**config.mk**
```make
export PLATFORM = sky130hd
export DESIGN_NAME = packet_fragment_framer
export DESIGN_NICKNAME = d
export VERILOG_FILES = /design/src/rtl/core/pff_pkg.sv /design/src/rtl/core/pff_cfg.sv /design/src/rtl/core/pff_ctrl.sv /design/src/rtl/core/pff_dp.sv /design/src/rtl/core/packet_fragment_framer.sv
export SDC_FILE = /design/constraint.sdc
export NUM_CORES = 2
export LEC_CHECK = 0
export ABC_AREA = 0
export BUFFER_PORTS_ARGS = -buffer_cell sky130_fd_sc_hd__buf_2
export CAP_MARGIN = 40
export CORE_AREA = 2 2 453 455
export CTS_CLUSTER_DIAMETER = 100
export CTS_CLUSTER_SIZE = 25
export DETAILED_ROUTE_END_ITERATION = 10
export DIE_AREA = 0 0 455 457
export SYNTH_ARGS = -nofsm -noshare
export SYNTH_HDL_FRONTEND = slang
export SYNTH_SLANG_ARGS = --single-unit
```
**constraint.sdc**
```tcl
create_clock -name clk_i -period 6.7 [get_ports clk_i]
set_clock_uncertainty 0.05 [all_clocks]
set_input_delay 0.67 -clock clk_i [delete_from_list [all_inputs] [get_ports clk_i]]
set_output_delay 0.67 -clock clk_i [all_outputs]
set_load 0.02 [all_outputs]
```
**src/rtl/core/pff_pkg.sv**
```systemverilog
`timescale 1ns / 1ps
`default_nettype none

package pff_pkg;

  localparam int unsigned MAX_WORDS = 32;
  localparam int unsigned BUF_AW    = $clog2(MAX_WORDS);
  localparam int unsigned CNT_W     = $clog2(MAX_WORDS + 1);
  localparam int unsigned WORD_W    = 32;
  localparam int unsigned IDX_W     = 12;
  localparam int unsigned OFF_W     = 14;
  localparam int unsigned CHK_W     = 23;
  localparam int unsigned HDR_BYTES = 16;
  localparam logic [CHK_W:0] CHK_MOD = 24'd8388607;

  // configuration register indexes
  typedef enum logic [2:0] {
    REG_SENDER_ADDR = 3'd0,
    REG_DST_ADDR    = 3'd1,
    REG_SENDER_PORT = 3'd2,
    REG_DST_PORT    = 3'd3,
    REG_HOP_LIMIT   = 3'd4,
    REG_COMP_MODE   = 3'd5,
    REG_TCLASS      = 3'd6,
    REG_WORDS_PKT   = 3'd7
  } cfg_idx_e;

  // header word selector
  typedef enum logic [1:0] {
    HDR_W0 = 2'd0,
    HDR_W1 = 2'd1,
    HDR_W2 = 2'd2,
    HDR_W3 = 2'd3
  } hdr_sel_e;

  typedef struct packed {
    logic [27:0] sender_addr;
    logic [27:0] dst_addr;
    logic [3:0]  sender_port;
    logic [3:0]  dst_port;
    logic [4:0]  hop_limit;
    logic [1:0]  comp_mode;
    logic [5:0]  tclass;
    logic [5:0]  words_pkt;
  } cfg_t;

  // controller to datapath
  typedef struct packed {
    logic     in_accept;
    logic     sum_en;
    logic     mod_en;
    logic     hdr_load;
    hdr_sel_e hdr_sel;
    logic     rd_en;
    logic     pay_load;
    logic     rd_next;
    logic     pkt_clr;
  } dp_cmd_t;

  // datapath to controller
  typedef struct packed {
    logic close;
    logic out_free;
    logic rd_last;
  } dp_status_t;

endpackage

`default_nettype wire

```
**src/rtl/core/pff_cfg.sv**
```systemverilog
`timescale 1ns / 1ps
`default_nettype none

module pff_cfg import pff_pkg::*; (
  input  wire logic        clk_i,
  input  wire logic        rst_ni,
  input  wire logic        cfg_valid_i,
  output logic             cfg_ready_o,
  input  wire logic [2:0]  cfg_index_i,
  input  wire logic [31:0] cfg_data_i,
  output cfg_t             cfg_o
);

  cfg_t cfg_q, cfg_d;

  assign cfg_ready_o = 1'b1;
  assign cfg_o       = cfg_q;

  // register write decode
  always_comb begin
    cfg_d = cfg_q;
    if (cfg_valid_i) begin
      unique case (cfg_idx_e'(cfg_index_i))
        REG_SENDER_ADDR: cfg_d.sender_addr = cfg_data_i[27:0];
        REG_DST_ADDR:    cfg_d.dst_addr    = cfg_data_i[27:0];
        REG_SENDER_PORT: cfg_d.sender_port = cfg_data_i[3:0];
        REG_DST_PORT:    cfg_d.dst_port    = cfg_data_i[3:0];
        REG_HOP_LIMIT:   cfg_d.hop_limit   = cfg_data_i[4:0];
        REG_COMP_MODE:   cfg_d.comp_mode   = cfg_data_i[1:0];
        REG_TCLASS:      cfg_d.tclass      = cfg_data_i[5:0];
        REG_WORDS_PKT:   cfg_d.words_pkt   = cfg_data_i[5:0];
        default: ;
      endcase
    end
  end

  // all fields zero except the packet size, which starts at 8
  always_ff @(posedge clk_i or negedge rst_ni) begin
    if (!rst_ni) begin
      cfg_q <= {28'd0, 28'd0, 4'd0, 4'd0, 5'd0, 2'd0, 6'd0, 6'd8};
    end else begin
      cfg_q <= cfg_d;
    end
  end

endmodule

`default_nettype wire

```
**src/rtl/core/pff_ctrl.sv**
```systemverilog
`timescale 1ns / 1ps
`default_nettype none

module pff_ctrl import pff_pkg::*; (
  input  wire logic       clk_i,
  input  wire logic       rst_ni,
  input  wire logic       in_valid_i,
  output logic            in_ready_o,
  input  wire dp_status_t status_i,
  output dp_cmd_t         cmd_o
);

  typedef enum logic [2:0] {
    ST_COLLECT,
    ST_SUM,
    ST_MOD,
    ST_HDR,
    ST_RD,
    ST_LOAD
  } state_e;

  state_e     state_q, state_d;
  logic [1:0] hdr_cnt_q, hdr_cnt_d;

  assign in_ready_o = (state_q == ST_COLLECT);

  // next state and datapath commands
  always_comb begin
    state_d   = state_q;
    hdr_cnt_d = hdr_cnt_q;
    cmd_o     = '0;
    cmd_o.hdr_sel = hdr_sel_e'(hdr_cnt_q);
    unique case (state_q)
      ST_COLLECT: begin
        if (in_valid_i) begin
          cmd_o.in_accept = 1'b1;
          if (status_i.close) state_d = ST_SUM;
        end
      end
      ST_SUM: begin
        cmd_o.sum_en = 1'b1;
        state_d      = ST_MOD;
      end
      ST_MOD: begin
        cmd_o.mod_en = 1'b1;
        hdr_cnt_d    = '0;
        state_d      = ST_HDR;
      end
      ST_HDR: begin
        if (status_i.out_free) begin
          cmd_o.hdr_load = 1'b1;
          hdr_cnt_d      = hdr_cnt_q + 2'd1;
          if (hdr_sel_e'(hdr_cnt_q) == HDR_W3) state_d = ST_RD;
        end
      end
      ST_RD: begin
        cmd_o.rd_en = 1'b1;
        state_d     = ST_LOAD;
      end
      ST_LOAD: begin
        if (status_i.out_free) begin
          cmd_o.pay_load = 1'b1;
          if (status_i.rd_last) begin
            cmd_o.pkt_clr = 1'b1;
            state_d       = ST_COLLECT;
          end else begin
            cmd_o.rd_next = 1'b1;
            state_d       = ST_RD;
          end
        end
      end
      default: state_d = ST_COLLECT;
    endcase
  end

  always_ff @(posedge clk_i or negedge rst_ni) begin
    if (!rst_ni) begin
      state_q   <= ST_COLLECT;
      hdr_cnt_q <= '0;
    end else begin
      state_q   <= state_d;
      hdr_cnt_q <= hdr_cnt_d;
    end
  end

endmodule

`default_nettype wire

```
**src/rtl/core/pff_dp.sv**
```systemverilog
`timescale 1ns / 1ps
`default_nettype none

module pff_dp import pff_pkg::*; (
  input  wire logic              clk_i,
  input  wire logic              rst_ni,
  input  wire cfg_t              cfg_i,
  input  wire dp_cmd_t           cmd_i,
  output dp_status_t             status_o,
  input  wire logic [WORD_W-1:0] in_word_i,
  input  wire logic              in_last_i,
  output logic                   out_valid_o,
  input  wire logic              out_ready_i,
  output logic [WORD_W-1:0]      out_word_o,
  output logic                   out_last_o
);

  logic [WORD_W-1:0] buf_mem [MAX_WORDS];

  logic [CNT_W-1:0]  count_q;
  logic [WORD_W-1:0] mag_sum_q;
  logic [IDX_W-1:0]  idx_q;
  logic [OFF_W-1:0]  start_off_q;
  logic [BUF_AW-1:0] rd_idx_q;
  logic [WORD_W-1:0] rd_data_q;
  logic [WORD_W-1:0] chk_q;
  logic              out_valid_q;
  logic [WORD_W-1:0] out_word_q;
  logic              out_last_q;

  logic [CNT_W-1:0]  limit;
  logic [CNT_W-1:0]  count_inc;
  logic [WORD_W-1:0] mag;
  logic [OFF_W-1:0]  pkt_len;
  logic [WORD_W-1:0] chk_sum;
  logic [CHK_W:0]    chk_fold;
  logic [CHK_W:0]    chk_red;
  logic [WORD_W-1:0] hdr_word;

  // packet size clamped to 1..MAX_WORDS
  always_comb begin
    if (cfg_i.words_pkt == '0) begin
      limit = CNT_W'(1);
    end else if (CNT_W'(cfg_i.words_pkt) > CNT_W'(MAX_WORDS)) begin
      limit = CNT_W'(MAX_WORDS);
    end else begin
      limit = CNT_W'(cfg_i.words_pkt);
    end
  end

  assign count_inc = count_q + CNT_W'(1);
  assign mag       = in_word_i[WORD_W-1] ? (WORD_W'(0) - in_word_i) : in_word_i;

  assign status_o.close    = (count_inc >= limit) || in_last_i;
  assign status_o.out_free = !out_valid_q || out_ready_i;
  assign status_o.rd_last  = ({1'b0, rd_idx_q} == (count_q - CNT_W'(1)));

  // header fields
  assign pkt_len = OFF_W'(HDR_BYTES) + OFF_W'({count_q, 2'b00});

  assign chk_sum = mag_sum_q + WORD_W'(cfg_i.sender_addr) + WORD_W'(cfg_i.dst_addr)
                 + WORD_W'(cfg_i.sender_port) + WORD_W'(cfg_i.dst_port)
                 + WORD_W'(start_off_q) + WORD_W'(pkt_len)
                 + WORD_W'(cfg_i.hop_limit) + WORD_W'(cfg_i.comp_mode)
                 + WORD_W'(cfg_i.tclass);

  // mod 2^23-1: fold the high bits onto the low bits, then one subtract
  assign chk_fold = {1'b0, chk_q[CHK_W-1:0]} + (CHK_W+1)'(chk_q[WORD_W-1:CHK_W]);
  assign chk_red  = (chk_fold >= CHK_MOD) ? (chk_fold - CHK_MOD) : chk_fold;

  always_comb begin
    case (cmd_i.hdr_sel)
      HDR_W0:  hdr_word = {cfg_i.sender_addr, cfg_i.dst_addr[27:24]};
      HDR_W1:  hdr_word = {cfg_i.dst_addr[23:0], cfg_i.sender_port, cfg_i.dst_port};
      HDR_W2:  hdr_word = {start_off_q, pkt_len, cfg_i.hop_limit[4:1]};
      HDR_W3:  hdr_word = {cfg_i.hop_limit[0], chk_q[CHK_W-1:0], cfg_i.comp_mode,
                           cfg_i.tclass};
      default: hdr_word = '0;
    endcase
  end

  // payload buffer
  always_ff @(posedge clk_i) begin
    if (cmd_i.in_accept) buf_mem[count_q[BUF_AW-1:0]] <= in_word_i;
    if (cmd_i.rd_en)     rd_data_q <= buf_mem[rd_idx_q];
  end

  // packet bookkeeping
  always_ff @(posedge clk_i or negedge rst_ni) begin
    if (!rst_ni) begin
      count_q     <= '0;
      mag_sum_q   <= '0;
      idx_q       <= '0;
      start_off_q <= '0;
      rd_idx_q    <= '0;
      out_valid_q <= 1'b0;
    end else begin
      if (cmd_i.in_accept) begin
        count_q   <= count_inc;
        mag_sum_q <= mag_sum_q + mag;
        idx_q     <= idx_q + IDX_W'(1);
      end
      if (cmd_i.rd_next) rd_idx_q <= rd_idx_q + BUF_AW'(1);
      if (cmd_i.pkt_clr) begin
        count_q     <= '0;
        mag_sum_q   <= '0;
        rd_idx_q    <= '0;
        start_off_q <= {idx_q, 2'b00};
      end
      if (cmd_i.hdr_load || cmd_i.pay_load) begin
        out_valid_q <= 1'b1;
      end else if (out_ready_i) begin
        out_valid_q <= 1'b0;
      end
    end
  end

  // checksum and output register
  always_ff @(posedge clk_i) begin
    if (cmd_i.sum_en) chk_q <= chk_sum;
    if (cmd_i.mod_en) chk_q <= WORD_W'(chk_red);
    if (cmd_i.hdr_load) begin
      out_word_q <= hdr_word;
      out_last_q <= 1'b0;
    end else if (cmd_i.pay_load) begin
      out_word_q <= rd_data_q;
      out_last_q <= status_o.rd_last;
    end
  end

  assign out_valid_o = out_valid_q;
  assign out_word_o  = out_word_q;
  assign out_last_o  = out_last_q;

endmodule

`default_nettype wire

```
**src/rtl/core/packet_fragment_framer.sv**
```systemverilog
// packet_fragment_framer: packs a stream of signed 32-bit words into packets.
// slave stream s_axis carries one word per item in tdata, tlast closes the
// current packet early. a packet also closes once words_per_packet words
// (clamped to 1..32) are buffered.
// master stream m_axis gives four header words then the buffered payload,
// tlast high on the final payload word of each packet.
// config channel: cfg_valid_i/cfg_ready_o with a register index and data,
// always ready; write only while no packet is in flight.
// input items take one cycle each while collecting; s_axis_tready_o drops
// from the closing item until its packet has been handed to the output
// register. after the closing item the checksum is summed and then reduced
// modulo, the header words are loaded, then each payload word is first read
// from the payload buffer into a register and then loaded into the output
// register.
// reset clears configuration (words_per_packet to 8), counters, the byte
// offset and the output valid; buffer contents are not cleared.
// when m_axis_tready_i is low the output register holds its item and the
// framer waits; collection resumes once the last payload word is loaded.
`timescale 1ns / 1ps
`default_nettype none

module packet_fragment_framer import pff_pkg::*; (
  input  wire logic        clk_i,
  input  wire logic        rst_ni,
  // config write channel
  input  wire logic        cfg_valid_i,
  output logic             cfg_ready_o,
  input  wire logic [2:0]  cfg_index_i,
  input  wire logic [31:0] cfg_data_i,
  // input stream
  input  wire logic        s_axis_tvalid_i,
  output logic             s_axis_tready_o,
  input  wire logic [31:0] s_axis_tdata_i,   // [31:0] data_word
  input  wire logic        s_axis_tlast_i,   // last_word
  // output stream
  output logic             m_axis_tvalid_o,
  input  wire logic        m_axis_tready_i,
  output logic [31:0]      m_axis_tdata_o,   // [31:0] out_word
  output logic             m_axis_tlast_o    // end_of_packet
);

  cfg_t       cfg;
  dp_cmd_t    cmd;
  dp_status_t status;

  pff_cfg u_cfg (
    .clk_i       (clk_i),
    .rst_ni      (rst_ni),
    .cfg_valid_i (cfg_valid_i),
    .cfg_ready_o (cfg_ready_o),
    .cfg_index_i (cfg_index_i),
    .cfg_data_i  (cfg_data_i),
    .cfg_o       (cfg)
  );

  pff_ctrl u_ctrl (
    .clk_i      (clk_i),
    .rst_ni     (rst_ni),
    .in_valid_i (s_axis_tvalid_i),
    .in_ready_o (s_axis_tready_o),
    .status_i   (status),
    .cmd_o      (cmd)
  );

  pff_dp u_dp (
    .clk_i       (clk_i),
    .rst_ni      (rst_ni),
    .cfg_i       (cfg),
    .cmd_i       (cmd),
    .status_o    (status),
    .in_word_i   (s_axis_tdata_i),
    .in_last_i   (s_axis_tlast_i),
    .out_valid_o (m_axis_tvalid_o),
    .out_ready_i (m_axis_tready_i),
    .out_word_o  (m_axis_tdata_o),
    .out_last_o  (m_axis_tlast_o)
  );

endmodule

`default_nettype wire
```
==> results.txt <==
Max-cap violations in this run came to 0. The synthesized instance count is 3264. Hold timing on the final database bottoms out at a slack of 117.6 ps. The clock passes through at most 3 buffers. The number of enable-type register cells in the synthesized netlist is 1112.

The final hold violation count came out at 0. Dividing the detail-routed via count by the number of cells gives 5.007. The die outline height is 457 um. The most used flip-flop cell after synthesis is sky130_fd_sc_hd__edfxtp_1. For this run, the number of Yosys warnings is 0. The average instance area after synthesis came out at 17.35 um2.

The detailed-route wire length per cell is 24.77 um. The via count is 30.57k. The total power consumption of the routed design came out at 24.84 mW. The fraction of registers with async set/reset came out at 0.1222. The number of H-tree levels is 2. The starting utilization of the core area is 0.2786. The critical path data arrival time is 6330 ps.

The number of I/O port buffers is 103. VDD sags by at most 0.0004499 V. In this run the power density over the cells is 393.7 nW/um2. The number of gates resized after cts came out at 0. The area growth from synthesis to layout is 11.41%.

The weighted congestion reported at the end of routability-driven placement is 0.8569. The shortest period the worst path allows is 5802 ps. In the global route stage, met3 resource usage came out at 0.02713. The fraction of layout cells with a size suffix above 1 is 0.2273. The placeable core region came out at 203300 um2. The global-route track usage on met1 came out at 0.2163. The number of primary I/O pins came out at 109.

The max-slew violation count is 0. TritonCTS built the clock tree. Of all nets on the critical path, the largest fanout is 12. In this run the worst hold path is classified as primary input to flip-flop.

The count of unresolved DRC violations after routing came out at 0. STA classifies the critical path endpoint as a flip-flop. The number of buffers created by CTS came out at 59. The top achievable clock speed came out at 0.1723 GHz.

In this run the cell area of the synthesized design comes to 56640 um2. The relative slew slack came out at 0.3568. The count of nets left with antenna violations once routing finished came out at 0.

The number of placed instances, taps included came out at 6017. The violation count after the first detailed-routing iteration is 3440. Setup repair after global routing left no endpoint under its margin. Fill cells in the final layout number 19.64k. The number of global-route vias before repair came out at 30.43k. In the global route stage, overall resource usage came out at 0.1430. The aggregate global routing overflow came out at 0. Entering global routing, the biggest net connects 84 pins. The initial antenna violation count is 12. The number of different library cells in the post-synthesis netlist is 85. In this run the clock root is driven by a sky130_fd_sc_hd__clkbuf_16. The finished layout holds 6106 standard cells, fillers aside.

The die covers 207900 um2. After global routing, the most crowded layer is met1. The total half-perimeter wirelength after legalization and detailed placement came out at 97.64 mm. The sequential fraction of the synthesis area came out at 0.6616. The wire length of the first global-routing pass is 218.7 mm. For this design the static power due to leakage is 20.72 nW. The number of nets in the synthesized netlist came out at 3564. STA classifies the critical path startpoint as a flip-flop.

The width of the die is 455 um. In the final timing run, aggregate negative setup slack is 0 ps. The slew at the pin with the worst max-slew slack is 959.0 ps.

Walking the worst path, the cells encountered are inv_1 > ha_1 > fa_1 > fa_1 > inv_1 > fa_1 > fa_1 > inv_1 > ha_1 > o21ai_0 > o21ai_0 > nand4_1 > a21oi_1 > o21ai_0 > a21oi_1 > a311oi_1 > xnor2_1 > o21ai_0. For this design, the slowest cell found on the critical path is sky130_fd_sc_hd__dfrtp_1. The depth of the worst hold-timing path came out at 1. The kind of critical path is flip-flop to flip-flop. The required time of the critical path came out at 7230 ps. The final layout contains 3691 nets. Summed over all layers, the routed wires come to 151.3 mm. CTS saw 1277 sinks. The largest stage delay on the critical path came out at 610 ps. The flow ran to the end, and the final reports show no timing, DRC or antenna violations. In this run the core area contains 166 standard-cell rows.

The clock slew seen by the registers of the worst setup and hold paths came out at 110 ps. The met2 routing resource usage after global routing came out at 0.2126. The clock insertion delay at the later pin of the skew report is 740 ps.

The worst register-to-register path has a depth of 18. The setup violation total in the final timing report is 0. The count of state elements after synthesis came out at 1277. The post-route fraction of the period consumed by the critical path came out at 0.8660. The total iterations of the first detailed-routing run is 6.
path summary, 6_finish.rpt:
kind,to,slack [ps],startpoint
min in group asynchronous,u_cfg.cfg_o[78],550,rst_ni
setup reg to reg,u_dp.chk_q[31],900,u_dp.count_q[2]
max in group asynchronous,u_dp.rd_idx_q[3],4880,rst_ni
hold / removal,u_dp.buf_mem[20][11],120,s_axis_tdata_i[11]
setup / recovery,u_dp.chk_q[31],900,u_dp.count_q[2]
hold reg to reg,u_dp.idx_q[11],430,u_dp.idx_q[11]
state kept, by name, indices dropped and copies added, names as in the netlist:
register          cells
u_dp.buf_mem       1024
u_cfg.cfg_o          83
u_dp.chk_q           32
u_dp.mag_sum_q       32
u_dp.out_word_o      32
u_dp.rd_data_q       32
u_dp.idx_q           12
u_dp.start_off_q     12
u_dp.count_q          6
u_dp.rd_idx_q         5
u_ctrl.state_q        3
u_ctrl.hdr_cnt_q      2
u_dp.out_last_o       1
u_dp.out_valid_o      1
synth_stat cells (all sizes together), types with 9 or more instances:
master  count  area, um2
a211oi     14      105.1
a21o       34      259.0
a21oi      96      480.5
a222oi     20      200.2
a22oi      15      112.6
a31oi      13      96.34
and3        9      57.56
buf        34      138.9
clkbuf    107      401.6
dfrtp     155       3879
dfxtp       9      180.2
edfxtp   1112      33390
fa         69       1381
ha        158       1977
inv       120      450.4
mux2      110       1239
mux4      320       7207
nand2     192      720.7
nand2b     18      112.6
nand3      37      185.2
nand4      13      81.33
nor2      125      469.2
nor2b      18      112.6
nor3       28      140.1
o21ai     131      655.6
o22ai      33      206.5
o31ai      16      133.9
or3        12      75.07
xnor2      75      656.9
xor2       46      402.9
logic make-up after synthesis:
group                    synth area share
flip-flops                         0.6616
AND/OR/NAND/NOR                   0.04170
multiplexers                       0.1505
AO/OA/AOI/OAI                     0.05058
buffers and inverters             0.01749
adder cells (fa/ha/maj)           0.05929
XOR/XNOR                          0.01871
other                          0.00006620
metrics by stage:
stage                     cell area [um2]  setup WS [ps]    util
final                               63110          897.8  0.3103
after global placement              61030           1002  0.3001
after global routing                63100          592.0  0.3103
after CTS                           63100          993.1  0.3103
after detailed placement            61370           1024  0.3018
after floorplan                     56640           1725       -
layout make-up:
type	instances	area, um2	share of cell area
flip-flops and latches	1277	37490	0.5941
multi-input cells	1726	18450	0.2924
well taps	2688	3363	0.05330
repair buffers	207	1624	0.02574
clock buffers	75	1556	0.02466
inverters	120	450.4	0.007138
clock inverters	9	155.1	0.002459
diodes	4	10.01	0.0001586
cell usage in the layout, fill, tap and decap left out, drive strengths merged, types with 96 or more instances in the layout:
cell / Yosys / layout
edfxtp: 1112 / 1112
a21oi: 96 / 96
inv: 120 / 125
dfrtp: 155 / 155
buf: 34 / 206
o21ai: 131 / 131
nand2: 192 / 192
mux2: 110 / 110
nor2: 125 / 125
ha: 158 / 158
mux4: 320 / 320
worst max-delay path: cells and delay by family, from the launching register on:
family / cells / cell delay, ps
buffers and inverters: 3 / 340
xor gates and xnor gates: 1 / 180
DFF: 1 / 610
adders and majority gates: 6 / 2680
and+or+nand+nor: 1 / 190
AOI/OAI and AO/OA: 7 / 1600
power breakdown:
| group | switching [mW] | internal (mW) |
|---|---|---|
| registers | 0.619 | 9.40 |
| logic | 6.01 | 4.62 |
| clock network | 2.53 | 1.68 |
| total | 9.15 | 15.7 |
timing repair:
| item | 4_1_cts | 5_1_grt |
|---|---|---|
| hold buffers | 1 | 0 |
| endpoints found under the hold margin | 36 | 0 |
| setup buffers | 0 | 0 |
metal layers:
metal  share of wire  vias up
li1                -    13110
met1            0.47    16230
met2            0.44     1071
met3           0.076      150
met4           0.020       10
met5         0.00036        -
No activity file was read; power rests on OpenSTA's default activity.
